$ cat src/mbgw_pkg.sv
`timescale 1ns / 1ps

package mbgw_pkg;

  localparam int MAX_HEAP_WORDS = 65536;
  localparam int GREY_DEPTH     = 256;
  localparam int WORD_BITS      = 64;
  localparam int BIT_W          = $clog2(WORD_BITS);
  localparam int BM_WORDS       = (MAX_HEAP_WORDS + WORD_BITS - 1) / WORD_BITS;
  localparam int ROW_W          = $clog2(BM_WORDS);
  localparam int SCAN_W         = ROW_W + 1;
  localparam int POS_W          = ROW_W + BIT_W;
  localparam int GREY_W         = $clog2(GREY_DEPTH);
  localparam int QCNT_W         = GREY_W + 1;
  localparam int OFF_W          = 16;
  localparam int ADDR_W         = 32;
  localparam int HW_W           = 17;
  localparam int REQ_W          = 2;
  localparam int STATUS_W       = 3;
  localparam int CFG_IDX_W      = 1;
  localparam int CFG_DATA_W     = 32;

  typedef enum logic [REQ_W-1:0] {
    REQ_ADD   = 2'd0,
    REQ_TAKE  = 2'd1,
    REQ_SCAN  = 2'd2,
    REQ_CLEAR = 2'd3
  } req_t;

  typedef enum logic [STATUS_W-1:0] {
    ST_OK       = 3'd0,
    ST_BLACK    = 3'd1,
    ST_OUTSIDE  = 3'd2,
    ST_FULL     = 3'd3,
    ST_EMPTY    = 3'd4,
    ST_SCAN_END = 3'd5
  } status_t;

  typedef enum logic [CFG_IDX_W-1:0] {
    CFG_HEAP_BASE  = 1'b0,
    CFG_HEAP_WORDS = 1'b1
  } cfg_reg_t;

  typedef struct packed {
    logic capture;
    logic add_read;
    logic add_finish;
    logic take_read;
    logic take_finish;
    logic scan_read;
    logic scan_check;
    logic ffs_byte;
    logic ffs_bit;
    logic clear_init;
    logic clear_row;
    logic emit;
  } cmd_t;

  typedef struct packed {
    logic outside;
    logic q_empty;
    logic scan_end;
    logic word_hit;
    logic last_word;
    logic clr_last;
    logic out_busy;
  } stat_t;

endpackage

$ cat src/mbgw_ctrl.sv
`timescale 1ns / 1ps

module mbgw_ctrl (
  input  logic                           clk,
  input  logic                           rst,
  input  logic                           in_valid,
  output logic                           in_ready,
  input  logic [mbgw_pkg::REQ_W-1:0]     req_type,
  output mbgw_pkg::cmd_t                 cmd,
  input  mbgw_pkg::stat_t                stat
);

  typedef enum logic [11:0] {
    S_WIPE     = 12'b000000000001,
    S_IDLE     = 12'b000000000010,
    S_ADD_CHK  = 12'b000000000100,
    S_ADD_WR   = 12'b000000001000,
    S_TAKE_RD  = 12'b000000010000,
    S_TAKE_FIN = 12'b000000100000,
    S_SCAN_RD  = 12'b000001000000,
    S_SCAN_CHK = 12'b000010000000,
    S_FFS_BYTE = 12'b000100000000,
    S_FFS_BIT  = 12'b001000000000,
    S_CLEAR    = 12'b010000000000,
    S_DONE     = 12'b100000000000
  } state_t;

  state_t state;
  state_t state_next;

  assign in_ready = (state == S_IDLE);

  always_comb begin
    cmd        = '0;
    state_next = state;
    case (state)
      S_WIPE: begin
        cmd.clear_row = 1'b1;
        if (stat.clr_last) state_next = S_IDLE;
      end
      S_IDLE: begin
        if (in_valid) begin
          cmd.capture = 1'b1;
          case (req_type)
            mbgw_pkg::REQ_ADD:  state_next = S_ADD_CHK;
            mbgw_pkg::REQ_TAKE: state_next = S_TAKE_RD;
            mbgw_pkg::REQ_SCAN: state_next = S_SCAN_RD;
            default: begin
              cmd.clear_init = 1'b1;
              state_next     = S_CLEAR;
            end
          endcase
        end
      end
      S_ADD_CHK: begin
        cmd.add_read = 1'b1;
        state_next   = stat.outside ? S_DONE : S_ADD_WR;
      end
      S_ADD_WR: begin
        cmd.add_finish = 1'b1;
        state_next     = S_DONE;
      end
      S_TAKE_RD: begin
        cmd.take_read = 1'b1;
        state_next    = stat.q_empty ? S_DONE : S_TAKE_FIN;
      end
      S_TAKE_FIN: begin
        cmd.take_finish = 1'b1;
        state_next      = S_DONE;
      end
      S_SCAN_RD: begin
        cmd.scan_read = 1'b1;
        state_next    = stat.scan_end ? S_DONE : S_SCAN_CHK;
      end
      S_SCAN_CHK: begin
        cmd.scan_check = 1'b1;
        if (stat.word_hit) begin
          state_next = S_FFS_BYTE;
        end else if (stat.last_word) begin
          state_next = S_DONE;
        end else begin
          state_next = S_SCAN_RD;
        end
      end
      S_FFS_BYTE: begin
        cmd.ffs_byte = 1'b1;
        state_next   = S_FFS_BIT;
      end
      S_FFS_BIT: begin
        cmd.ffs_bit = 1'b1;
        state_next  = S_DONE;
      end
      S_CLEAR: begin
        cmd.clear_row = 1'b1;
        if (stat.clr_last) state_next = S_DONE;
      end
      S_DONE: begin
        if (!stat.out_busy) begin
          cmd.emit   = 1'b1;
          state_next = S_IDLE;
        end
      end
      default: state_next = S_IDLE;
    endcase
  end

  always_ff @(posedge clk) begin
    if (rst) begin
      state <= S_WIPE;
    end else begin
      state <= state_next;
    end
  end

endmodule

$ cat config.mk
export PLATFORM = sky130hd
export DESIGN_NAME = mbgw_ctrl
export DESIGN_NICKNAME = d
export VERILOG_FILES = /design/src/mbgw_pkg.sv /design/src/mbgw_ctrl.sv
export SDC_FILE = /design/constraint.sdc
export NUM_CORES = 1
export LEC_CHECK = 0
export BUFFER_PORTS_ARGS = -buffer_cell sky130_fd_sc_hd__buf_2
export CAP_MARGIN = 10
export CORE_MARGIN = 4
export CORE_UTILIZATION = 30
export DETAILED_ROUTE_END_ITERATION = 7
export PLACE_DENSITY = 0.5
export SYNTH_ARGS = -nofsm -noshare
export SYNTH_HDL_FRONTEND = slang
export SYNTH_SLANG_ARGS = --single-unit
$ cat constraint.sdc
create_clock -name clk -period 3.5 [get_ports clk]
set_input_delay 1.05 -clock clk [delete_from_list [all_inputs] [get_ports clk]]
set_output_delay 1.05 -clock clk [all_outputs]
set_load 0.03 [all_outputs]
==> run_results.csv <==
group,metric,value,unit
route,totalWireLength,2200,µm
timing,relSlewSlack,66.7,%
setup_path,critPathLaunchType,"flip-flop",
route,first_pass_iters,4,
timing,timing.hold.ws,577,ps
grt,overflow,0,
floorplan,die-area,3620,µm²
layout,largest_reg_flops,12,
synthesis,seq_area_frac_synth,29.4,%
synthesis,avgSynthCellArea,8.59,µm²
placement,numPlacedInstances,146,
power,irDropWorstVdd,0.163,mV
setup_path,worstPathArrival,2280,ps
run_status,status,"completed",
layout,regMostFlops,"state",
grt,grt_first_pass_wirelength,3570,µm
layout,reg_top3,"state x12",
timing,period_share,95.1,%
clock_tree,numClockSinks,12,
route,wl_per_cell,14.6,µm
setup_path,reg2reg_slack,1430,ps
placement,gp_congestion,0.781,
layout,layoutNonFillerInstCount,150,
setup_path,crit_required,2450,ps
synthesis,syn_inst,95,
clock_tree,ctsLongestPathBuffers,2,
floorplan,initial_core_util,32.1,%
grt,grt_max_degree,13,
timing,finClkSkew,3.58,ps
floorplan,die_x,60.1,µm
layout,postLayoutCellArea,987,µm²
clock_tree,cts_tree,"built",
grt,antenna_found_initial,0,
layout,n_antenna_cell,0,
timing,rsz0062_at_grt,"false",
layout,final_layout_size_suffix_gt1_share,33.3,%
floorplan,core_area,2540,µm²
layout,fill_cells,280,
setup_path,cp_max_fo,12,
synthesis,ys_types,42,
power,power_density,343,nW/µm²
placement,place_ws,479,ps
synthesis,synth_area,816,µm²
clock_tree,postCtsResizedCells,0,
power,total_power,0.339,mW
route,drc,0,
layout,syn2layout_area_growth,21.0,%
setup_path,startpoint,"state[4]",
setup_path,cp-endpoint,"cmd[2]",
timing,min_period,3330,ps
min_path,hold_class,"flip-flop to flip-flop",
setup_path,r2r-end,"state[1]",
power,p_leak,0.412,nW
layout,final_util,38.8,%
route,drt_iter0_drc,29,
route,ant_nets,0,
timing,slew_violations,0,
clock_tree,cts_root_buffer,"clkbuf_4",
route,vias,836,
clock_tree,numCtsBuffers,3,
floorplan,io_pins,25,
route,vias_per_cell,5.57,
timing,fmax,301,MHz
floorplan,rows,18,
flow_run,cap_violations,0,
clock_tree,clk_latency,280,ps
clock_tree,htreeDepth,1,
grt,grt_pass1_vias,744,
setup_path,reg2reg_depth,5,
setup_path,worstSetupPathType,"flip-flop to output pin",
timing,tightest_slew,493,ps
timing,hold_violations,0,
grt,grtUsageTotal,13.3,%
placement,place_area,951,µm²
synthesis,synth_fp_nets,107,
setup_path,r2r_start,"state[4]",
clock_tree,clk_pin_slew,90,ps
placement,hpwl,1730,µm
clock_tree,cts_setup_buffers,0,
floorplan,fp.dieH,60.1,µm
setup_path,cp-end-kind,"output pin",
placement,port-buffer-count,24,
timing,setup-tns-final,0,ps
synthesis,ys_warn_count,0,
timing,finalWorstSetupSlack,172,ps
synthesis,synth_seq_cells,12,
clock_tree,ctsHoldBuffers,0,
layout,nNetsFinal,133,
timing,setup_viol,0,
==> cell usage after synthesis <==
cell type | instances | area [µm²]
and3b_1 | 1 | 8.76
a311oi_1 | 1 | 8.76
buf_6 | 1 | 11.3
or3_1 | 2 | 12.5
o21ai_0 | 1 | 5.00
o32a_1 | 2 | 20.0
nor4_1 | 7 | 43.8
and4b_1 | 2 | 20.0
and2_2 | 1 | 7.51
or3_4 | 1 | 11.3
o32ai_1 | 2 | 17.5
nor4bb_1 | 1 | 10.0
nand4b_1 | 1 | 8.76
clkbuf_1 | 1 | 3.75
nand3_1 | 2 | 10.0
a31o_2 | 1 | 8.76
inv_1 | 4 | 15.0
o221ai_1 | 1 | 8.76
nor4b_1 | 2 | 17.5
dfxtp_1 | 12 | 240
nand2_1 | 4 | 15.0
nor2_1 | 8 | 30.0
nor2_8 | 1 | 20.0
nor3b_1 | 5 | 37.5
nor2b_1 | 2 | 12.5
and4_1 | 1 | 8.76
nor3_1 | 5 | 25.0
or4_4 | 2 | 22.5
and2_1 | 1 | 6.26
nor4_2 | 1 | 12.5
or3_2 | 2 | 15.0
xnor2_1 | 1 | 8.76
a21oi_1 | 3 | 15.0
a31oi_1 | 2 | 12.5
or3b_2 | 1 | 8.76
o311a_1 | 1 | 10.0
o31a_1 | 1 | 8.76
nand4_1 | 2 | 12.5
a32oi_1 | 1 | 8.76
inv_2 | 1 | 3.75
buf_4 | 2 | 15.0
xor2_1 | 2 | 17.5
==> layout make-up <==
cell class / instances / area, µm² / share of cell area (%)
multi-input combinational: 74 / 527 / 53.4
inverter: 5 / 18.8 / 1.90
clock buffer: 4 / 36.3 / 3.68
sequential: 12 / 240 / 24.3
timing repair buffer: 25 / 128 / 12.9
tap: 30 / 37.5 / 3.80
==> cells in the final DEF, fill, tap and decap left out, types with 3 or more instances in the layout <==
| cell | n |
|---|---|
| a21oi_1 | 3 |
| clkbuf_4 | 3 |
| nor4_1 | 7 |
| nand2_1 | 4 |
| nor3b_1 | 5 |
| nor3_1 | 5 |
| buf_2 | 24 |
| dfxtp_1 | 12 |
| inv_1 | 4 |
| nor2_1 | 8 |
==> critical path: stages (launching register included) <==
cell     delay, ps
dfxtp_1        410
or4_4          610
or3_4          430
nor2_8         150
nand4_1        150
inv_1           70
buf_2          190
==> cells by family after synthesis <==
logic type,Yosys count,share of synthesized area (%)
buffers and inverters,9,5.98
AO/OA/AOI/OAI,16,15.2
AND/OR/NAND/NOR,55,46.2
flip-flops,12,29.4
XOR/XNOR,3,3.22
==> power breakdown <==
part	switching (mW)	leakage [nW]	internal [mW]
clock	0.0518	0.0210	0.0632
sequential	0.00643	0.0974	0.141
combinational	0.0464	0.294	0.0305
==> layer usage <==
metal	routed length (µm)	up-vias	GRT usage, %
li1	-	425	-
met1	1010	380	17.4
met2	998	29	20.5
met3	174	2	3.02
met4	13	0	5.70
met5	0	-	0
==> worst min-delay path by stage <==
stage,startpoint,end,slack (ps),cells past startpoint
after floorplan,state[10],state[10],510,2
after global placement,state[10],state[10],570,2
after detailed placement,state[10],state[10],560,2
after CTS,state[10],state[10],580,2
after global routing,state[10],state[10],630,2
final,state[10],state[10],580,2
Power figures use the tool's default switching activity.
